$ cat src/hdl/kmbt_pkg.sv
// shared types and constants for the keyed max bid table
package kmbt_pkg;

    localparam int TABLE_ENTRIES_DEF = 64;
    localparam int USER_W            = 16;
    localparam int ITEM_W            = 16;
    localparam int AMOUNT_W          = 32;

    typedef enum logic [1:0] {
        OP_ADD    = 2'd0,
        OP_UPDATE = 2'd1,
        OP_REMOVE = 2'd2,
        OP_QUERY  = 2'd3
    } t_op;

    typedef enum logic [1:0] {
        ST_OK        = 2'd0,
        ST_FULL      = 2'd1,
        ST_NOT_FOUND = 2'd2
    } t_status;

    typedef enum logic [2:0] {
        S_CLEAR,
        S_IDLE,
        S_SCAN,
        S_DRAIN,
        S_FIN
    } t_state;

    typedef struct packed {
        t_op                 op;
        logic [USER_W-1:0]   user;
        logic [ITEM_W-1:0]   item;
        logic [AMOUNT_W-1:0] amount;
    } t_cmd;

    // head of the command queue as seen by the back end
    typedef struct packed {
        logic valid;
        t_cmd cmd;
    } t_q_if;

    typedef struct packed {
        logic clearing;
        logic pop;
    } t_back_sts;

    typedef struct packed {
        logic                valid;
        logic [USER_W-1:0]   user;
        logic [ITEM_W-1:0]   item;
        logic [AMOUNT_W-1:0] amount;
    } t_entry;

    localparam int ENTRY_W = $bits(t_entry);

endpackage

$ cat src/hdl/kmbt_ram.sv
// generic single write port ram with registered read
module kmbt_ram #(
    parameter int WIDTH = 8,
    parameter int DEPTH = 16
) (
    input  logic                     i_clk,
    input  logic                     i_we,
    input  logic [$clog2(DEPTH)-1:0] i_waddr,
    input  logic [WIDTH-1:0]         i_wdata,
    input  logic                     i_re,
    input  logic [$clog2(DEPTH)-1:0] i_raddr,
    output logic [WIDTH-1:0]         o_rdata
);

    logic [WIDTH-1:0] r_mem [DEPTH];
    logic [WIDTH-1:0] r_rdata;

    always_ff @(posedge i_clk) begin
        if (i_we) begin
            r_mem[i_waddr] <= i_wdata;
        end
        if (i_re) begin
            r_rdata <= r_mem[i_raddr];
        end
    end

    assign o_rdata = r_rdata;

endmodule

$ cat src/hdl/kmbt_front.sv
// front end: takes input transactions, classifies them and queues commands
module kmbt_front (
    input  logic                           i_clk,
    input  logic                           i_rst_n,
    input  logic                           i_valid,
    output logic                           o_stall,
    input  logic [1:0]                     i_opcode,
    input  logic [kmbt_pkg::USER_W-1:0]    i_user_id,
    input  logic [kmbt_pkg::ITEM_W-1:0]    i_item_id,
    input  logic [kmbt_pkg::AMOUNT_W-1:0]  i_amount,
    input  kmbt_pkg::t_back_sts            i_sts,
    output kmbt_pkg::t_q_if                o_q
);
    import kmbt_pkg::*;

    localparam logic [1:0] QUEUE_DEPTH = 2'd2;

    t_cmd       r_slot [2];
    logic       r_wp;
    logic       r_rp;
    logic [1:0] r_fill;
    t_cmd       cmd;
    logic       push;
    logic       pop;

    always_comb begin
        cmd.op     = t_op'(i_opcode);
        cmd.user   = i_user_id;
        cmd.item   = i_item_id;
        // amount only matters for add and update
        cmd.amount = (cmd.op == OP_ADD || cmd.op == OP_UPDATE) ? i_amount : '0;
    end

    assign o_stall = i_sts.clearing || (r_fill == QUEUE_DEPTH);
    assign push    = i_valid && !o_stall;
    assign pop     = i_sts.pop;

    always_ff @(posedge i_clk) begin
        if (!i_rst_n) begin
            r_wp   <= 1'b0;
            r_rp   <= 1'b0;
            r_fill <= '0;
        end else begin
            if (push) begin
                r_wp <= ~r_wp;
            end
            if (pop) begin
                r_rp <= ~r_rp;
            end
            r_fill <= r_fill + {1'b0, push} - {1'b0, pop};
        end
    end

    always_ff @(posedge i_clk) begin
        if (push) begin
            r_slot[r_wp] <= cmd;
        end
    end

    assign o_q.valid = (r_fill != 2'd0);
    assign o_q.cmd   = r_slot[r_rp];

endmodule

$ cat src/hdl/kmbt_back.sv
// back end: scans the bid table for each command and writes the result register
module kmbt_back #(
    parameter int ENTRIES = kmbt_pkg::TABLE_ENTRIES_DEF
) (
    input  logic                       i_clk,
    input  logic                       i_rst_n,
    input  kmbt_pkg::t_q_if            i_q,
    output kmbt_pkg::t_back_sts        o_sts,
    output logic                       o_valid,
    input  logic                       i_stall,
    output logic [1:0]                 o_status,
    output logic                       o_found,
    output logic [kmbt_pkg::USER_W-1:0] o_winner_id
);
    import kmbt_pkg::*;

    localparam int             AW       = $clog2(ENTRIES);
    localparam logic [AW-1:0]  LAST_IDX = AW'(ENTRIES - 1);

    t_state              r_state, n_state;
    logic [AW-1:0]       r_cnt, n_cnt;
    logic                r_dv, n_dv;
    logic [AW-1:0]       r_didx, n_didx;
    t_cmd                r_cmd, n_cmd;
    logic                r_hit, n_hit;
    logic [AW-1:0]       r_hit_idx, n_hit_idx;
    logic                r_free_ok, n_free_ok;
    logic [AW-1:0]       r_free_idx, n_free_idx;
    logic                r_any, n_any;
    logic [AMOUNT_W-1:0] r_best_amt, n_best_amt;
    logic [USER_W-1:0]   r_best_user, n_best_user;
    logic                r_out_valid, n_out_valid;
    t_status             r_status, n_status;
    logic                r_found, n_found;
    logic [USER_W-1:0]   r_winner, n_winner;

    logic               we;
    logic [AW-1:0]      waddr;
    t_entry             wdata;
    logic               re;
    logic [AW-1:0]      raddr;
    logic [ENTRY_W-1:0] rdata;
    t_entry             rd;
    t_entry             new_entry;
    logic               pop;

    kmbt_ram #(
        .WIDTH (ENTRY_W),
        .DEPTH (ENTRIES)
    ) u_ram (
        .i_clk   (i_clk),
        .i_we    (we),
        .i_waddr (waddr),
        .i_wdata (wdata),
        .i_re    (re),
        .i_raddr (raddr),
        .o_rdata (rdata)
    );

    assign rd = t_entry'(rdata);

    always_comb begin
        new_entry.valid  = 1'b1;
        new_entry.user   = r_cmd.user;
        new_entry.item   = r_cmd.item;
        new_entry.amount = r_cmd.amount;
    end

    always_comb begin
        n_state     = r_state;
        n_cnt       = r_cnt;
        n_dv        = 1'b0;
        n_didx      = r_didx;
        n_cmd       = r_cmd;
        n_hit       = r_hit;
        n_hit_idx   = r_hit_idx;
        n_free_ok   = r_free_ok;
        n_free_idx  = r_free_idx;
        n_any       = r_any;
        n_best_amt  = r_best_amt;
        n_best_user = r_best_user;
        n_out_valid = r_out_valid && i_stall;
        n_status    = r_status;
        n_found     = r_found;
        n_winner    = r_winner;
        we          = 1'b0;
        waddr       = r_cnt;
        wdata       = '0;
        re          = 1'b0;
        raddr       = r_cnt;
        pop         = 1'b0;

        // look at the entry whose read was issued in the previous cycle
        if (r_dv) begin
            if (rd.valid && rd.user == r_cmd.user && rd.item == r_cmd.item && !r_hit) begin
                n_hit     = 1'b1;
                n_hit_idx = r_didx;
            end
            if (!rd.valid && !r_free_ok) begin
                n_free_ok  = 1'b1;
                n_free_idx = r_didx;
            end
            if (rd.valid && rd.item == r_cmd.item &&
                (!r_any || rd.amount > r_best_amt ||
                 (rd.amount == r_best_amt && rd.user > r_best_user))) begin
                n_any       = 1'b1;
                n_best_amt  = rd.amount;
                n_best_user = rd.user;
            end
        end

        unique case (r_state)
            S_CLEAR: begin
                we    = 1'b1;
                waddr = r_cnt;
                wdata = '0;
                n_cnt = r_cnt + 1'b1;
                if (r_cnt == LAST_IDX) begin
                    n_state = S_IDLE;
                end
            end
            S_IDLE: begin
                if (i_q.valid) begin
                    pop       = 1'b1;
                    n_cmd     = i_q.cmd;
                    n_cnt     = '0;
                    n_hit     = 1'b0;
                    n_free_ok = 1'b0;
                    n_any     = 1'b0;
                    n_state   = S_SCAN;
                end
            end
            S_SCAN: begin
                re     = 1'b1;
                raddr  = r_cnt;
                n_dv   = 1'b1;
                n_didx = r_cnt;
                n_cnt  = r_cnt + 1'b1;
                if (r_cnt == LAST_IDX) begin
                    n_state = S_DRAIN;
                end
            end
            S_DRAIN: begin
                n_state = S_FIN;
            end
            S_FIN: begin
                // table write and result go together once the output slot frees up
                if (!r_out_valid || !i_stall) begin
                    n_out_valid = 1'b1;
                    n_status    = ST_OK;
                    n_found     = 1'b0;
                    n_winner    = '0;
                    n_state     = S_IDLE;
                    unique case (r_cmd.op)
                        OP_ADD: begin
                            if (r_hit) begin
                                we    = 1'b1;
                                waddr = r_hit_idx;
                                wdata = new_entry;
                            end else if (r_free_ok) begin
                                we    = 1'b1;
                                waddr = r_free_idx;
                                wdata = new_entry;
                            end else begin
                                n_status = ST_FULL;
                            end
                        end
                        OP_UPDATE: begin
                            if (r_hit) begin
                                we    = 1'b1;
                                waddr = r_hit_idx;
                                wdata = new_entry;
                            end else begin
                                n_status = ST_NOT_FOUND;
                            end
                        end
                        OP_REMOVE: begin
                            if (r_hit) begin
                                we    = 1'b1;
                                waddr = r_hit_idx;
                                wdata = '0;
                            end else begin
                                n_status = ST_NOT_FOUND;
                            end
                        end
                        OP_QUERY: begin
                            if (r_any) begin
                                n_found  = 1'b1;
                                n_winner = r_best_user;
                            end else begin
                                n_status = ST_NOT_FOUND;
                            end
                        end
                        default: begin
                            n_status = ST_NOT_FOUND;
                        end
                    endcase
                end
            end
            default: begin
                n_state = S_IDLE;
            end
        endcase
    end

    always_ff @(posedge i_clk) begin
        if (!i_rst_n) begin
            r_state     <= S_CLEAR;
            r_cnt       <= '0;
            r_dv        <= 1'b0;
            r_out_valid <= 1'b0;
        end else begin
            r_state     <= n_state;
            r_cnt       <= n_cnt;
            r_dv        <= n_dv;
            r_out_valid <= n_out_valid;
        end
    end

    always_ff @(posedge i_clk) begin
        r_didx      <= n_didx;
        r_cmd       <= n_cmd;
        r_hit       <= n_hit;
        r_hit_idx   <= n_hit_idx;
        r_free_ok   <= n_free_ok;
        r_free_idx  <= n_free_idx;
        r_any       <= n_any;
        r_best_amt  <= n_best_amt;
        r_best_user <= n_best_user;
        r_status    <= n_status;
        r_found     <= n_found;
        r_winner    <= n_winner;
    end

    assign o_sts.clearing = (r_state == S_CLEAR);
    assign o_sts.pop      = pop;
    assign o_valid        = r_out_valid;
    assign o_status       = r_status;
    assign o_found        = r_found;
    assign o_winner_id    = r_winner;

endmodule

$ cat src/hdl/keyed_max_bid_table.sv
// top level of the keyed max bid table
//
//  channel   direction  handshake          payload
//  input     in         i_valid / o_stall  i_opcode, i_user_id, i_item_id, i_amount
//  result    out        o_valid / i_stall  o_status, o_found, o_winner_id
//
// each transaction runs through the back end in steps: it takes the command, reads the
// table ram once per entry, then drains the last read and finally writes back and posts
// the result
// after reset a clearing pass writes every entry invalid, with o_stall high
// a two-deep command queue lets input transactions land while the back end scans
// a stalled result holds the back end in its final step until taken
module keyed_max_bid_table #(
    parameter int TABLE_ENTRIES = kmbt_pkg::TABLE_ENTRIES_DEF
) (
    input  logic                          i_clk,
    input  logic                          i_rst_n,
    input  logic                          i_valid,
    output logic                          o_stall,
    input  logic [1:0]                    i_opcode,
    input  logic [kmbt_pkg::USER_W-1:0]   i_user_id,
    input  logic [kmbt_pkg::ITEM_W-1:0]   i_item_id,
    input  logic [kmbt_pkg::AMOUNT_W-1:0] i_amount,
    output logic                          o_valid,
    input  logic                          i_stall,
    output logic [1:0]                    o_status,
    output logic                          o_found,
    output logic [kmbt_pkg::USER_W-1:0]   o_winner_id
);
    import kmbt_pkg::*;

    t_q_if     q;
    t_back_sts sts;

    kmbt_front u_front (
        .i_clk     (i_clk),
        .i_rst_n   (i_rst_n),
        .i_valid   (i_valid),
        .o_stall   (o_stall),
        .i_opcode  (i_opcode),
        .i_user_id (i_user_id),
        .i_item_id (i_item_id),
        .i_amount  (i_amount),
        .i_sts     (sts),
        .o_q       (q)
    );

    kmbt_back #(
        .ENTRIES (TABLE_ENTRIES)
    ) u_back (
        .i_clk       (i_clk),
        .i_rst_n     (i_rst_n),
        .i_q         (q),
        .o_sts       (sts),
        .o_valid     (o_valid),
        .i_stall     (i_stall),
        .o_status    (o_status),
        .o_found     (o_found),
        .o_winner_id (o_winner_id)
    );

endmodule

$ cat config.mk
export PLATFORM = sky130hd
export DESIGN_NAME = keyed_max_bid_table
export DESIGN_NICKNAME = d
export VERILOG_FILES = /design/src/hdl/kmbt_pkg.sv /design/src/hdl/kmbt_ram.sv /design/src/hdl/kmbt_front.sv /design/src/hdl/kmbt_back.sv /design/src/hdl/keyed_max_bid_table.sv
export SDC_FILE = /design/constraint.sdc
export NUM_CORES = 2
export LEC_CHECK = 0
export BUFFER_PORTS_ARGS = -buffer_cell sky130_fd_sc_hd__buf_2
export CORE_AREA = 10 10 598 600
export DETAILED_ROUTE_END_ITERATION = 8
export DIE_AREA = 0 0 608 610
export PLACE_DENSITY = 0.63
export SLEW_MARGIN = 40
export SYNTH_ARGS = -nofsm -noshare
export SYNTH_HDL_FRONTEND = slang
export SYNTH_HIERARCHICAL = 1
export SYNTH_MEMORY_MAX_BITS = 65536
export SYNTH_SLANG_ARGS = --single-unit
$ cat constraint.sdc
create_clock -name i_clk -period 11.8 [get_ports i_clk]
set_clock_uncertainty 0.15 [all_clocks]
set_input_delay 1.77 -clock i_clk [delete_from_list [all_inputs] [get_ports i_clk]]
set_output_delay 1.77 -clock i_clk [all_outputs]
set_load 0.02 [all_outputs]
[Word-level counts from Yosys, hierarchy flattened]
Memories as Yosys holds them, arrays and structs flattened. A register that Yosys moved wholly into a read port is not among the register bits.
Cells that the tools add are included.
Cells by class
  magnitude comparators: 2
  bitwise operators: 2
  mux-type cells: 53
  equal/unequal tests: 17
  $add $sub $neg: 3
  reduce and logical (&&, ||, !) cells: 36
Operator list (count)
  65-bit two-way mux: 5
  65-bit one-hot mux with 2 select lines: 1
  6-bit two-way mux: 6
  16-bit == test: 2
  32-bit == test: 1
  32-bit greater-than comparator: 1
  32-bit two-way mux: 1
  1-bit two-way mux: 27
  6-bit one-hot mux with 2 select lines: 2
  16-bit greater-than comparator: 1
  3-bit one-hot mux with 5 select lines: 1
  2-bit AND reduction: 7
  3-bit two-way mux: 4
  1-bit logical AND: 9
  1-bit logical NOT: 7
  6-bit by 1-bit adder with 6-bit output (second input constant): 1
  2-bit == test (second input constant): 3
  3-bit by 2-bit == test with 1-bit output (second input constant): 2
  6-bit == test (second input constant): 1
  2-bit two-way mux: 3
  2-bit by 1-bit != test with 1-bit output (second input constant): 3
  2-bit one-hot mux with 3 select lines: 1
  1-bit logical OR: 5
  2-bit by 1-bit == test with 1-bit output (second input constant): 2
  12 further kinds: 17
Storage, ports and cells
  bits of input ports: 70
  output and inout bits: 21
  register bits: 103
  RAM bits: 4292
  logic and storage cells: 133
  memories: 2
Memories
  u_back.u_ram.r_mem: depth 64, bits a word 65, read ports 1, clocked after Yosys merged registers in 1, write ports 1, RTL line kmbt_ram.sv:15  | logic [WIDTH-1:0] r_mem [DEPTH];
  u_front.r_slot: depth 2, bits a word 66, read ports 1, clocked after Yosys merged registers in 1, write ports 1, RTL line kmbt_front.sv:18  | t_cmd r_slot [2];

[Depth between registers and ports, before layout]
  word-level depth: 8
  mapped depth: 12
  depth with buffers taken out: 10

[Hierarchy]
Netlist, hierarchy kept.
By module, submodules not included
  kmbt_ram: times used 1, cells an instance 6606, sequential area each 126871.7 um^2, area an instance 159011.3 um^2
  kmbt_back: times used 1, cells an instance 581, sequential area each 4814.6 um^2, area an instance 7608.5 um^2
  kmbt_front: times used 1, cells an instance 265, sequential area each 4063.9 um^2, area an instance 5370.2 um^2

[Least setup slack after synthesis]
Ideal clock, no wire load.
  path type: input-to-reg
  start: input i_stall
  end: memory u_back/u_ram/r_mem[48][0] (netlist bit) (enable)
  library setup time: 567 ps
  stages: 9
  arrival: 7694 ps
  path buffers: 1
  path slack: 3389 ps
  data required time: 11083 ps
  cell sequence: and2_0 -> nand2b_1 -> nor2_2 -> o21ai_1 -> a22o_1 -> clkbuf_1 -> nor2b_1 -> nand4b_1 -> nor3_1
Between the ends
  elaborated cells on any way between the ends: 8
  classes of those cells: 6 x mux; 2 x reduce/logical
RTL lines
  start: declaration: RTL line keyed_max_bid_table.sv:25  | input logic i_stall,
  1-bit logical NOT: RTL line kmbt_back.sv:148  | if (!r_out_valid || !i_stall) begin
  1-bit logical OR: RTL line kmbt_back.sv:148
  6-bit two-way mux: RTL line kmbt_back.sv:148
  6-bit two-way mux: RTL line kmbt_back.sv:112  | unique case (r_state)
  named net u_back.waddr[3]: RTL line kmbt_back.sv:38  | logic [AW-1:0] waddr;
  end: declaration: RTL line kmbt_ram.sv:15
The timed path passes the listed nets, and every way through them passes these cells.

[Worst setup path in the final report]
  start: input i_stall
  end: memory u_back/u_ram/r_mem[38][23] (netlist bit) (enable)
Between the ends
  cells in the longest elaborated chain, start to end: 6
  elaborated cells on any way between the ends: 8
  classes of those cells: 6 x mux; 2 x reduce/logical
Ends and longest elaborated chain
  1-bit logical NOT: RTL line kmbt_back.sv:148
  1-bit logical OR: RTL line kmbt_back.sv:148
  1-bit two-way mux: RTL line kmbt_back.sv:148
  1-bit one-hot mux with 2 select lines: RTL line kmbt_back.sv:112
  named net u_back.we: RTL line kmbt_back.sv:37  | logic we;
  1-bit two-way mux: RTL line kmbt_ram.sv:19  | if (i_we) begin
  1-bit two-way mux (not written as such): RTL line kmbt_ram.sv:20  | r_mem[i_waddr] <= i_wdata;
The timed path passes the listed nets, and every way through them passes these cells.

==> impl_metrics.json <==
{
  "first_global_vias": 83705,
  "clk_latency_ns": 1.01,
  "setup_viol": 0,
  "rows": 216,
  "setup_tns_ns": 0,
  "synth_nets": 7578,
  "post-route-period-util_pct": 48.53,
  "p_clk_share_pct": 42.1,
  "antenna_found_initial": 35,
  "min_period_ns": 5.726,
  "via_count": 84488,
  "cts_made_buffers": 444,
  "finalHoldViolCount": 0,
  "synth.distinct_cells": 63,
  "max-cap-violations": 0,
  "portBuffers": 90,
  "fin_util_pct": 56.33,
  "synth_ff_type": "edfxtp_1",
  "p_sw_mw": 6.728,
  "drt_wl_total_mm": 480.7,
  "grt_setup_unrepaired": "no",
  "clockBufferDepth": 4,
  "comb_power_share_pct": 3.5,
  "dp_hpwl_mm": 282.1,
  "startpoint_type": "input port",
  "die_x_um": 608,
  "area_growth_pct": 13.13,
  "syn-cell-area_mm2": 0.1720,
  "core_area_mm2": 0.3454,
  "worst_slew_pin_slew_ns": 0.9989,
  "grt.total_usage_pct": 25.34,
  "ir_worst_vdd_v": 0.0001388,
  "drtIter0Drc": 13113,
  "final_nets": 8038,
  "ctsResizeCount": 0,
  "cts_tree": "built",
  "avgSynthCellArea_um2": 23.08,
  "relSlewSlack_pct": 33.01,
  "hold_buffers": 0,
  "die_h_um": 610,
  "seq_area_frac_synth_pct": 78.93,
  "p_leak_nw": 63.53,
  "firstDrtPassIters": 6,
  "grt_overflow": 0,
  "synth_area_leaders": "edfxtp_1 79%, mux4_2 14%, a22oi_1 1.1%",
  "cp-end-kind": "flip-flop",
  "async_flop_share_pct": 0,
  "hold_path.class": "flip-flop to flip-flop",
  "drc_errors": 0,
  "synth_warnings": 6,
  "syn_inst": 7452,
  "power.density_mw_per_mm2": 165.9,
  "grt_max_degree": 108,
  "intPower_mw": 25.56,
  "io_pins": 91,
  "synth_seq_cells": 4527,
  "synth_edf_count": 4508,
  "drive_gt1_share_pct": 27.76,
  "htree_levels": 5,
  "slew_viol_final": 0,
  "viasPerCell": 6.548,
  "start_util_pct": 49.80,
  "clock-sinks": 4527,
  "wl_per_cell_um": 37.26,
  "outcome": "finished, final reports clean",
  "worstPathRequired_ns": 12.25,
  "drtAntennaViolNets": 0,
  "cts-root-buf": "clkbuf_16",
  "worstSetupPathType": "input port to flip-flop",
  "fmaxAchievable_mhz": 174.6,
  "final_common_cell": "edfxtp_1",
  "clk_pin_slew_worst_paths_ns": 0.06,
  "postCtsSetupBuffers": 0,
  "crit_arrival_ns": 6.17,
  "die_area_mm2": 0.3709,
  "synth_top_area_share_pct": 78.71,
  "gp_congestion": 0.8647,
  "synth_top_area_cell": "edfxtp_1",
  "path_max_fanout": 46,
  "final_cell_mix": "4,508 x edfxtp_1, 1,040 x mux4_2, 447 x clkbuf_16",
  "p_sw_share_pct": 20.84,
  "grt_pass1_wl_mm": 666.7,
  "pwr-share-seq_pct": 54.4
}
==> registers in the layout (all words and copies together), names as in the netlist, 6 cells and up, named ones only <==
signal and cells:
u_back/new_entry 64, u_back/o_winner_id 16, u_back/r_best_amt 32, u_back/r_best_user 16, u_back/r_cnt 6, u_back/r_didx 6, u_back/r_free_idx 6, u_back/r_hit_idx 6
u_back/u_ram/o_rdata 65, u_back/u_ram/r_mem 4160, u_front/r_slot 132
==> stage by stage <==
step                std cells  cell area, µm²  power [mW]  hold WS (ns)  setup slack (ns)
finish                  12902          194600       32.29        0.2995             6.074
global route            12888          194500       33.12        0.3252             6.025
CTS                     12843          194100       32.45        0.2977             5.867
detailed placement      12025          180200       19.04        0.2840             4.852
global placement        11969          178800       19.01        0.2768             4.358
floorplan                7452          172000       18.64        0.2715             3.389
==> power groups by stage <==
stage / Combinational [mW] / Clock (mW) / Sequential (mW)
floorplan: 0.758 / 0 / 17.9
global placement: 1.12 / 0 / 17.9
detailed placement: 1.14 / 0 / 17.9
CTS: 1.15 / 13.8 / 17.6
global route: 1.19 / 14.4 / 17.5
finish: 1.14 / 13.6 / 17.6
==> final cells by class <==
type                    count  area (µm²)
well taps                4578        5728
clock inverters           264        2260
repair buffers            417        4144
clock buffers             554       11610
diodes                     40       100.1
fillers                 25158      150800
multi-input cells        2464       34740
flip-flops and latches   4527      135800
inverters                  58       220.2
==> synth_stat cells (all sizes together) (4+ instances only) <==
cell type     n
nor4          9
nand4        14
xor2         29
a21oi        25
or3           4
mux2i       105
edfxtp     4508
o21ai        10
o211a        65
a22o          6
a211oi       68
buf         274
and4          4
a22oi       261
and3         21
clkbuf      129
o22ai       136
xnor2         6
nand3b       26
nor2b        47
or3b          4
or2           4
dfxtp        19
and2         77
nand2b       16
mux2         67
o221ai       46
nand2        37
nor2        129
ha           56
nand3       125
inv          58
mux4       1040
a21o          6
==> worst max-delay path, cell delays in order <==
cell      delay, ns
buf_2          0.10
and2_0         0.26
nand2b_1       0.31
nor2_2         0.31
nand2_1        0.17
a211oi_2       0.59
nor2b_1        0.37
nand3_1        0.63
nor2_4         0.86
buf_6          0.66
==> path summary, 6_finish.rpt <==
kind | start | endpoint | slack [ns] | cells after the start
worst min register to register | u_back/r_didx[5] | u_back/r_free_idx[5] | 0.30 | 0
worst max-delay path | i_stall | u_back/u_ram/r_mem[38][23] | 6.07 | 10
worst max register to register | u_back/r_cnt[0] | u_back/u_ram/o_rdata[41] | 6.35 | 8
worst min-delay path | u_back/r_didx[5] | u_back/r_free_idx[5] | 0.30 | 0
==> kinds of logic after synthesis <==
family | count (synthesis) | synth area share, %
DFF | 4527 | 78.93
muxes | 1212 | 14.76
AOI/OAI and AO/OA | 637 | 2.775
and+or+nand+nor | 524 | 1.616
buffers and inverters | 461 | 1.339
adders and majority gates | 56 | 0.4074
xor gates and xnor gates | 35 | 0.1782
==> layer usage <==
layer	GRT usage, %	wire (µm)
met1	35.05	179900
met2	39.81	228200
met3	4.735	48670
met4	11.30	23880
met5	0	69
Power figures use the tool's default switching activity.
